--- src/m68kea_pkg.sv ---
// Package with the transaction types and constants of the effective address unit.
package m68kea_pkg;

	// Register file geometry: D0-D7, A0-A7 and USP.
	localparam int REG_COUNT = 17;
	localparam int REG_AW = 5;
	localparam logic [4:0] REG_LAST = 5'd16;
	localparam logic [4:0] REG_USP = 5'd16;
	localparam logic [4:0] REG_PC = 5'd16;

	// Operand kinds.
	localparam logic [4:0] KIND_DREG     = 5'd0;
	localparam logic [4:0] KIND_AREG     = 5'd1;
	localparam logic [4:0] KIND_IND      = 5'd2;
	localparam logic [4:0] KIND_POSTINC  = 5'd3;
	localparam logic [4:0] KIND_PREDEC   = 5'd4;
	localparam logic [4:0] KIND_DISP     = 5'd5;
	localparam logic [4:0] KIND_INDEX    = 5'd6;
	localparam logic [4:0] KIND_ABSW     = 5'd7;
	localparam logic [4:0] KIND_ABSL     = 5'd8;
	localparam logic [4:0] KIND_PCDISP   = 5'd9;
	localparam logic [4:0] KIND_PCINDEX  = 5'd10;
	localparam logic [4:0] KIND_MOVEM    = 5'd11;
	localparam logic [4:0] KIND_BRANCH   = 5'd12;
	localparam logic [4:0] KIND_IMM      = 5'd13;
	localparam logic [4:0] KIND_SR       = 5'd14;
	localparam logic [4:0] KIND_USP      = 5'd15;
	localparam logic [4:0] KIND_CCR      = 5'd16;
	localparam logic [4:0] KIND_NOMEMIND = 5'd17;
	localparam logic [4:0] KIND_MEMIND   = 5'd18;
	localparam logic [4:0] KIND_POSTIDX  = 5'd19;
	localparam logic [4:0] KIND_PREIDX   = 5'd20;
	localparam logic [4:0] KIND_OTHER    = 5'd21;

	// Transaction modes.
	localparam logic MODE_WRITE = 1'b0;
	localparam logic MODE_EA    = 1'b1;

	typedef struct packed {
		logic               mode;
		logic [4:0]         addr_kind;
		logic [4:0]         reg_number;
		logic [4:0]         idx_sel;
		logic               index_is_long;
		logic [1:0]         idx_scale;
		logic signed [31:0] displacement;
		logic [31:0]        value;
		logic [31:0]        instr_addr;
		logic               use_regs;
	} ea_item_t;

	typedef struct packed {
		logic [31:0] effective_address;
		logic        address_valid;
	} ea_result_t;

endpackage

--- src/m68kea_ram.sv ---
// Generic single-write, single-read RAM with a registered read port.
module m68kea_ram #(
	parameter int WIDTH = 32,
	parameter int DEPTH = 17
) (
	input  logic                     clk,
	input  logic                     we,
	input  logic [$clog2(DEPTH)-1:0] waddr,
	input  logic [WIDTH-1:0]         wdata,
	input  logic                     re,
	input  logic [$clog2(DEPTH)-1:0] raddr,
	output logic [WIDTH-1:0]         rdata
);

	logic [WIDTH-1:0] mem_q [DEPTH];
	logic [WIDTH-1:0] rdata_q;

	// Write port.
	always_ff @(posedge clk) begin
		if (we) begin
			mem_q[waddr] <= wdata;
		end
	end

	// Read port; the data holds until the next read.
	always_ff @(posedge clk) begin
		if (re) begin
			rdata_q <= mem_q[raddr];
		end
	end

	assign rdata = rdata_q;

endmodule

--- src/m68k_effective_address_unit.sv ---
// Top level of the 68000-family effective address unit.
//
// One input channel (item_valid, item_stall, item) carries two kinds of
// transaction: a register write loads D0-D7, A0-A7 or USP into the register
// snapshot, and an address transaction computes one operand's effective
// address from the snapshot and the transaction's own fields. Every input
// transaction yields exactly one result transaction (result_valid,
// result_stall, result); a register write yields address zero, not valid.
// An accepted transaction is registered in the read stage along with its
// RAM reads, then in the result register. Throughput, while the receiver
// does not stall, is one transaction per cycle: the register snapshot
// reads its base and index registers from two copies of a 17-entry RAM in
// the cycle of acceptance, and the add happens in the following cycle.
// Reset clears the pipeline and marks all registers as never written, so
// they read as zero; no clearing pass is needed and the unit accepts work
// in the first cycle after reset. When the receiver stalls, the result
// register holds; one more transaction may wait in the read stage, and the
// input is stalled only when both are full.
module m68k_effective_address_unit (
	input  logic                    clk,
	input  logic                    arst_n,
	input  logic                    item_valid,
	output logic                    item_stall,
	input  m68kea_pkg::ea_item_t    item,
	output logic                    result_valid,
	input  logic                    result_stall,
	output m68kea_pkg::ea_result_t  result
);

	import m68kea_pkg::*;

	logic                  accept;
	logic                  out_free;
	logic                  wr_en;
	logic                  rd_en;
	logic [REG_AW-1:0]     base_addr;
	logic [REG_AW-1:0]     idx_addr;
	logic [31:0]           base_rd;
	logic [31:0]           idx_rd;
	logic [REG_COUNT-1:0]  written_q;
	logic                  valid_s1;
	ea_item_t              item_s1;
	logic                  base_ok_s1;
	logic                  idx_ok_s1;
	logic                  result_valid_q;
	ea_result_t            result_q;
	logic [31:0]           base_val;
	logic [31:0]           idx_val;
	logic [31:0]           idx_ext;
	logic [31:0]           idx_scaled;
	logic [31:0]           disp;
	logic [31:0]           disp8;
	logic [31:0]           nomem_base;
	logic [31:0]           ea;
	logic                  ok;
	ea_result_t            result_d;

	// Handshake: the read stage moves on when the result register is free.
	assign out_free   = !result_valid_q || !result_stall;
	assign item_stall = valid_s1 && !out_free;
	assign accept     = item_valid && !item_stall;

	// Register writes go to both RAM copies; address transactions read them.
	assign wr_en = accept && (item.mode == MODE_WRITE) && (item.reg_number <= REG_LAST);
	assign rd_en = accept && (item.mode == MODE_EA);

	// Base register address: USP, any data or address register for the full format, else An.
	always_comb begin
		priority if (item.addr_kind == KIND_USP) begin
			base_addr = REG_USP;
		end else if (item.addr_kind == KIND_NOMEMIND) begin
			base_addr = {1'b0, item.reg_number[3:0]};
		end else begin
			base_addr = {2'b01, item.reg_number[2:0]};
		end
	end

	assign idx_addr = {1'b0, item.idx_sel[3:0]};

	m68kea_ram #(
		.WIDTH (32),
		.DEPTH (REG_COUNT)
	) u_base_ram (
		.clk   (clk),
		.we    (wr_en),
		.waddr (item.reg_number),
		.wdata (item.value),
		.re    (rd_en),
		.raddr (base_addr),
		.rdata (base_rd)
	);

	m68kea_ram #(
		.WIDTH (32),
		.DEPTH (REG_COUNT)
	) u_index_ram (
		.clk   (clk),
		.we    (wr_en),
		.waddr (item.reg_number),
		.wdata (item.value),
		.re    (rd_en),
		.raddr (idx_addr),
		.rdata (idx_rd)
	);

	// Written flags: a register never written reads as zero.
	always_ff @(posedge clk or negedge arst_n) begin
		if (!arst_n) begin
			written_q <= '0;
		end else if (wr_en) begin
			written_q[item.reg_number] <= 1'b1;
		end
	end

	// Read stage control.
	always_ff @(posedge clk or negedge arst_n) begin
		if (!arst_n) begin
			valid_s1 <= 1'b0;
		end else if (!item_stall) begin
			valid_s1 <= item_valid;
		end
	end

	// Read stage payload, captured alongside the RAM reads.
	always_ff @(posedge clk) begin
		if (accept) begin
			item_s1    <= item;
			base_ok_s1 <= written_q[base_addr];
			idx_ok_s1  <= written_q[idx_addr];
		end
	end

	// Operands from the snapshot and the transaction.
	assign base_val   = base_ok_s1 ? base_rd : '0;
	assign idx_val    = (idx_ok_s1 && !item_s1.idx_sel[4]) ? idx_rd : '0;
	assign idx_ext    = item_s1.index_is_long ? idx_val : {{16{idx_val[15]}}, idx_val[15:0]};
	assign idx_scaled = idx_ext << item_s1.idx_scale;
	assign disp       = item_s1.displacement;
	assign disp8      = {{24{disp[7]}}, disp[7:0]};

	// Full-format base: a data or address register, the PC, or zero.
	always_comb begin
		priority if (!item_s1.reg_number[4]) begin
			nomem_base = base_val;
		end else if (item_s1.reg_number == REG_PC) begin
			nomem_base = item_s1.instr_addr;
		end else begin
			nomem_base = '0;
		end
	end

	// Effective address per operand kind.
	always_comb begin
		ea = '0;
		ok = 1'b0;
		if (item_s1.mode == MODE_EA) begin
			unique case (item_s1.addr_kind)
				KIND_IND, KIND_POSTINC, KIND_PREDEC: begin
					ea = base_val;
					ok = item_s1.use_regs;
				end
				KIND_DISP: begin
					ea = base_val + disp;
					ok = item_s1.use_regs;
				end
				KIND_INDEX: begin
					ea = base_val + idx_scaled + disp8;
					ok = item_s1.use_regs;
				end
				KIND_ABSW: begin
					ea = {{16{item_s1.value[15]}}, item_s1.value[15:0]};
					ok = 1'b1;
				end
				KIND_ABSL: begin
					ea = item_s1.value;
					ok = 1'b1;
				end
				KIND_PCDISP, KIND_BRANCH: begin
					ea = item_s1.instr_addr + disp;
					ok = 1'b1;
				end
				KIND_PCINDEX: begin
					ea = item_s1.instr_addr + disp
						+ (item_s1.use_regs ? idx_scaled : 32'd0);
					ok = 1'b1;
				end
				KIND_USP: begin
					ea = base_val;
					ok = item_s1.use_regs;
				end
				KIND_NOMEMIND, KIND_MEMIND, KIND_POSTIDX, KIND_PREIDX: begin
					if ((item_s1.addr_kind == KIND_NOMEMIND) && item_s1.use_regs) begin
						ea = nomem_base + idx_scaled + disp;
						ok = 1'b1;
					end else begin
						ea = item_s1.instr_addr + disp;
						ok = (item_s1.reg_number == REG_PC);
					end
				end
				default: begin
					ea = '0;
					ok = 1'b0;
				end
			endcase
		end
		result_d.effective_address = ok ? ea : '0;
		result_d.address_valid     = ok;
	end

	// Result register.
	always_ff @(posedge clk or negedge arst_n) begin
		if (!arst_n) begin
			result_valid_q <= 1'b0;
		end else if (out_free) begin
			result_valid_q <= valid_s1;
		end
	end

	always_ff @(posedge clk) begin
		if (out_free && valid_s1) begin
			result_q <= result_d;
		end
	end

	assign result_valid = result_valid_q;
	assign result       = result_q;

endmodule

--- config.mk ---
export PLATFORM = sky130hd
export DESIGN_NAME = m68k_effective_address_unit
export DESIGN_NICKNAME = d
export VERILOG_FILES = /design/src/m68kea_pkg.sv /design/src/m68kea_ram.sv /design/src/m68k_effective_address_unit.sv
export SDC_FILE = /design/constraint.sdc
export NUM_CORES = 2
export LEC_CHECK = 0
export BUFFER_PORTS_ARGS = -buffer_cell sky130_fd_sc_hd__buf_2
export CAP_MARGIN = 0
export CORE_MARGIN = 2
export CORE_UTILIZATION = 64
export CTS_BUF_LIST = sky130_fd_sc_hd__clkbuf_8
export CTS_CLUSTER_SIZE = 20
export DETAILED_ROUTE_END_ITERATION = 8
export GPL_ROUTABILITY_DRIVEN = 0
export PLACE_DENSITY = 0.82
export SLEW_MARGIN = 10
export SYNTH_ARGS = -nofsm -noshare
export SYNTH_HDL_FRONTEND = slang
export SYNTH_SLANG_ARGS = --single-unit
--- constraint.sdc ---
create_clock -name clk -period 14.9 [get_ports clk]
set_clock_uncertainty 0.15 [all_clocks]
set_input_delay 2.235 -clock clk [delete_from_list [all_inputs] [get_ports clk]]
set_output_delay 2.235 -clock clk [all_outputs]
set_load 0.02 [all_outputs]
# Word level (Yosys, flattened, before mapping)
# Memories as Yosys holds them, arrays and structs flattened. A register that Yosys moved wholly into a read port is not among the register bits.
# Cells that the tools add are included.
# Widths: inputs -> output; s select.
[word_totals] regBits=170 mem_bits_rw=1088 in_bits=120 word_cells=94 n_memories=2
[mem_list] name="u_base_ram.mem_q" depth=17 width=32 rd=1 rd_clocked_by_memory_dff=1 wr=1 line="m68kea_ram.sv:15" rtl="logic [WIDTH-1:0] mem_q [DEPTH];"
[mem_list] name="u_index_ram.mem_q" depth=17 width=32 rd=1 rd_clocked_by_memory_dff=1 wr=1 line="m68kea_ram.sv:15"
[classes] add_sub_neg=7 n_lt_le_gt_ge=5 n_eq_ne=18 shifts=1 muxes=21 n_bitwise=2 n_reduce_logical=21
[ops] cell="$pmux 32 s8" n=1
[ops] cell="$add 32x32->32" n=7
[ops] cell="$mux 32" n=7
[ops] cell="$shl 32x2->32" n=1
[ops] cell="$eq 5x4->1 const B" n=6
[ops] cell="$eq 5x5->1 const B" n=6
[ops] cell="$eq 5x3->1 const B" n=4
[ops] cell="$or 17x17->17" n=1
[ops] cell="$lt 5x6->1 const B" n=2
[ops] cell="$eq 5x2->1 const B" n=2
[ops] cell="$logic_and 1x1->1" n=9
[ops] cell="$reduce_or 4->1" n=2
[ops] cell="$mux 1" n=7
[ops] cell="$lt 4x6->1 const B" n=1
[ops] cell="$reduce_or 6->1" n=1
[ops] cell="$bmux 1 s5" n=1
[ops] cell="$demux 1 s5" n=1
[ops] cell="$ge 5x1->1 const B" n=1
[ops] cell="$le 5x5->1 const B" n=1
[ops] cell="$logic_not 1->1" n=5
[ops] cell="$mux 5" n=1
[ops] cell="$reduce_or 5->1" n=1
[ops] cell="$bmux 1 s4" n=1
[ops] cell="$mux 4" n=1
[ops] cell="5 further kinds" n=5

# Logic depth before layout (Yosys ltp)
[logic_depth] word_depth=10 depth_mapped=22

# Hierarchy
# Synthesis repeated with hierarchy kept, for this count alone.
[unflattened] cells_unflattened=3892 area_unflattened_um2=61985.7
[modules_own_cells] module="m68kea_ram" instances=2 cells_each=913 area_each_um2=21923.5 seq_area_each_um2=17296.6
[modules_own_cells] module="m68k_effective_address_unit" instances=1 cells_each=2066 area_each_um2=18138.6 seq_area_each_um2=4889.7

# Least setup slack after synthesis
# OpenSTA, ideal clock, no wires.
[synth_path] path_kind="in2reg" startpoint="input item[107] (netlist name)" endpoint="memory u_base_ram.mem_q[16][0] (enable)" setup_ns=0.504 arrival_time_ns=6.597 setup_slack_ns=7.649 path_stages=7 path_buffers=4 cell_sequence="clkbuf_1 -> buf_1 -> clkbuf_1 -> clkbuf_1 -> nor2_1 -> nand2_1 -> nor4_1"
[synth_via] elab_chain_len=4
[synth_rtl] element="start: declaration" line="m68k_effective_address_unit.sv:24" rtl="input m68kea_pkg::ea_item_t item,"
[synth_rtl] element="$le 5x5->1" line="m68k_effective_address_unit.sv:64" rtl="assign wr_en = accept && (item.mode == MODE_WRITE) && (item.reg_number <= REG_LAST);"
[synth_rtl] element="$logic_and 1x1->1" line="m68k_effective_address_unit.sv:64"
[synth_rtl] element="$mux 1" line="m68kea_ram.sv:20" rtl="if (we) begin"
[synth_rtl] element="$mux 1 (implied by the code)" line="m68kea_ram.sv:21" rtl="mem_q[waddr] <= wdata;"
[synth_rtl] element="end: declaration" line="m68kea_ram.sv:15"
# Several ways; a longest one is shown, not always the timed one.

# Final worst setup path
[layout_path] startpoint="register item_s1[97] (netlist name)" endpoint="register result_q (netlist bit result[28]) (data pin)"
[layout_via] elab_chain_len=5 word_cells_on_any_way=9
[layout_rtl] element="start: declaration" line="m68k_effective_address_unit.sv:42" rtl="ea_item_t item_s1;"
[layout_rtl] element="start signal: assignment" line="m68k_effective_address_unit.sv:127" rtl="item_s1 <= item;"
[layout_rtl] element="$shl 32x2->32 (*)" line="m68k_effective_address_unit.sv:137" rtl="assign idx_scaled = idx_ext << item_s1.idx_scale;"
[layout_rtl] element="$add 32x32->32 (2 in series)" line="m68k_effective_address_unit.sv:193" rtl="ea = nomem_base + idx_scaled + disp;"
[layout_rtl] element="$mux 32" line="m68k_effective_address_unit.sv:192" rtl="if ((item_s1.addr_kind == KIND_NOMEMIND) && item_s1.use_regs) begin"
[layout_rtl] element="$pmux 32 s8 (*)" line="m68k_effective_address_unit.sv:157" rtl="unique case (item_s1.addr_kind)"
[layout_rtl] element="end signal: assignment" line="m68k_effective_address_unit.sv:221" rtl="result_q <= result_d;"
[layout_rtl] element="end: declaration" line="m68k_effective_address_unit.sv:46" rtl="ea_result_t result_q;"
# Mark *: on every way between the ends. The rest lies on a longest branch, timed or not.
# A chain may end at the register's enable or synchronous reset.

==> results.toml <==
[layout]
drive_gt1_frac = 0.182
layout_common_cells = "edfxtp_1, inv_1, nand2_1, mux4_2, a21oi_1"
nFillCells = 4430
final_util = 0.710
final_common_cell = "edfxtp_1"
seqCellArea_mm2 = 0.0231
multi_input_area_mm2 = 0.0202
final_nets = 3918
area_delta_synth_final_pct = 9.33

[route]
drt_pass1_iterations = 9
drt-initial-drc-count = 5189
ant_nets = 0
viasPerCell = 7.10
wl_um = 132000
vias = 32741
drt-wirelength-per-cell_um = 28.5
post-route-drc-count = 29

[logic_synthesis]
syn_nets = 3773
netlist_area_mm2 = 0.0447
synthArstFlopShare = 0.0245
ys_types = 79
synth_seq_cells = 774
synth-edff-count = 755
ys.flop_type = "edfxtp_1"
syn_area_per_cell_um2 = 13.0
yosysWarningCount = 0
synth_cells = 3433
yosysSeqAreaShare = 0.518

[critical_path]
cp-end-kind = "flip-flop"
crit_type = "flip-flop to flip-flop"
worst_r2r_path_depth = 16
regToRegStartpoint = "item_s1[97]"
crit_path_start = "item_s1[97]"
required_ps = 15260
cp-start-kind = "flip-flop"
timing.rr.end = "result[28]"
critPathMaxFanout = 44
r2r_slack_ps = 8810
critPathArrivalTime_ps = 6450
crit_path_end = "result[28]"

[sta]
report.final.slew_viol_count = 0
fin_crit_sh = 0.409
setup_viol = 0
slew_headroom = 0.124
fmax_ghz = 0.164
final.setup.tns_ps = 0
hold_violations = 0
rsz0062_at_grt = "no"
post-route-min-period_ps = 6090
worst_pin_slew_ps = 1310
holdWs_ps = 330

[place]
portBuffers = 154
dp_hpwl_um = 87700

[clocking]
hold_buffers = 0
root_buffer = "clkbuf_8"
tritoncts = "built"
cts_sinks = 774
numCtsBuffers = 119
clk_path_buf_depth = 3
htreeDepth = 3
cts_setup_buffers = 0
path_clk_slew_ps = 70
cts_resized = 0
clk_latency_ps = 790

[grt]
grt_pass1_vias = 32931
grt_pass1_wl_um = 197000
gr-total-overflow = 0
antenna_found_initial = 10
grt_max_degree = 87
track_usage = 0.371

[floorplanning]
start_util = 0.649
num_rows = 96
core_area_mm2 = 0.0688
dieArea_mm2 = 0.0719
die_h_um = 268
die_x_um = 268
ios = 155

[run]
cap_violations = 0

[pwr]
p_per_area_mw_per_mm2 = 108
p_leak_nw = 18.6
ir_worst_vdd_mv = 0.0749

[worst_hold_path]
worstHoldPathType = "flip-flop to flip-flop"
holdPathStages = 1
hold_start = "written_q[16]"

[status]
violations = "DRC"
outcome = "finished, violations left"
==> routing by layer <==
metal / vias up / track usage / share of wire
li1: 13609 / - / -
met1: 15828 / 0.479 / 0.35
met2: 2790 / 0.581 / 0.47
met3: 506 / 0.104 / 0.14
met4: 8 / 0.185 / 0.048
met5: - / 0 / 0.00039
==> cells in the mapped netlist, types with 42 or more instances <==
library cell	n	share of area
edfxtp_1	755	0.51
nand2_1	236	0.020
mux4_2	234	0.12
inv_1	225	0.019
a21oi_1	223	0.025
o21ai_0	183	0.021
nor2_1	169	0.014
mux2i_1	163	0.037
clkbuf_1	154	0.013
ha_1	153	0.043
xnor2_1	78	0.015
fa_1	67	0.030
a21o_1	65	0.011
xor2_1	65	0.013
o211ai_1	55	0.0092
o21a_1	47	0.0079
o22ai_1	43	0.0060
nand3_1	42	0.0047
==> how the worst min path moves through the flow <==
stage,to
2_1_floorplan,written_q[16]
3_3_place_gp,written_q[16]
3_5_place_dp,written_q[16]
4_1_cts,written_q[16]
5_1_grt,written_q[16]
6_report,written_q[16]
==> kinds of logic (layout without fill, tap and decap cells) <==
group                    after synthesis  after routing  synth area share
AO/OA/AOI/OAI                        852            852             0.124
flip-flops                           774            774             0.518
AND/OR/NAND/NOR                      621            621            0.0631
multiplexers                         410            410             0.158
buffers and inverters                409            655            0.0344
adder cells (fa/ha/maj)              220            220            0.0729
XOR/XNOR                             147            147            0.0301
other                                  0              3                 0
==> registers in the layout, indices dropped and copies added, names as in the netlist <==
register,cells
u_base_ram.rdata,32
u_index_ram.mem_q,480
valid_s1,1
result_valid,1
u_base_ram.mem_q,64
item_s1,80
result,33
written_q,17
disp,32
base_ok_s1,1
idx_ok_s1,1
u_index_ram.rdata,32
==> worst max-delay path, cell delays in order (launching register included) <==
cell and delay [ps]:
edfxtp_1 330, buf_4 480, mux2_2 420, o211ai_1 470, fa_1 530, inv_1 80, ha_1 260, nor2b_1 160
o31ai_1 430, a21o_1 240, a21oi_1 180, o41ai_1 890, o31ai_1 260, xor2_1 230, a221o_1 380, a221oi_1 210
o22ai_1 110
==> through the flow <==
stage / power, W / cells / worst slack (ps) / cell area [um2]
after CTS: 0.00526 / 4610 / 8960 / 48800
after global placement: 0.00350 / 4388 / 8910 / 46600
after global routing: 0.00545 / 4612 / 8550 / 48800
final: 0.00528 / 4613 / 8810 / 48800
after floorplan: 0.00326 / 3433 / 7650 / 44700
after detailed placement: 0.00355 / 4388 / 8660 / 46600
==> where the power goes <==
| part | internal, W | leakage [nW] | switching [W] |
|---|---|---|---|
| logic | 0.000405 | 10.1 | 0.000646 |
| clock network | 0.000858 | 1.29 | 0.000874 |
| registers | 0.00245 | 7.15 | 0.0000435 |
==> final cells by class <==
class,count,share of cell area
clock buffers,122,0.0344
inverters,225,0.0174
diodes,3,0.000154
flip-flops and latches,774,0.474
repair buffers,208,0.0245
multi-input cells,2250,0.413
clock inverters,100,0.0124
well taps,931,0.0238
No activity file was read; power rests on OpenSTA's default activity.
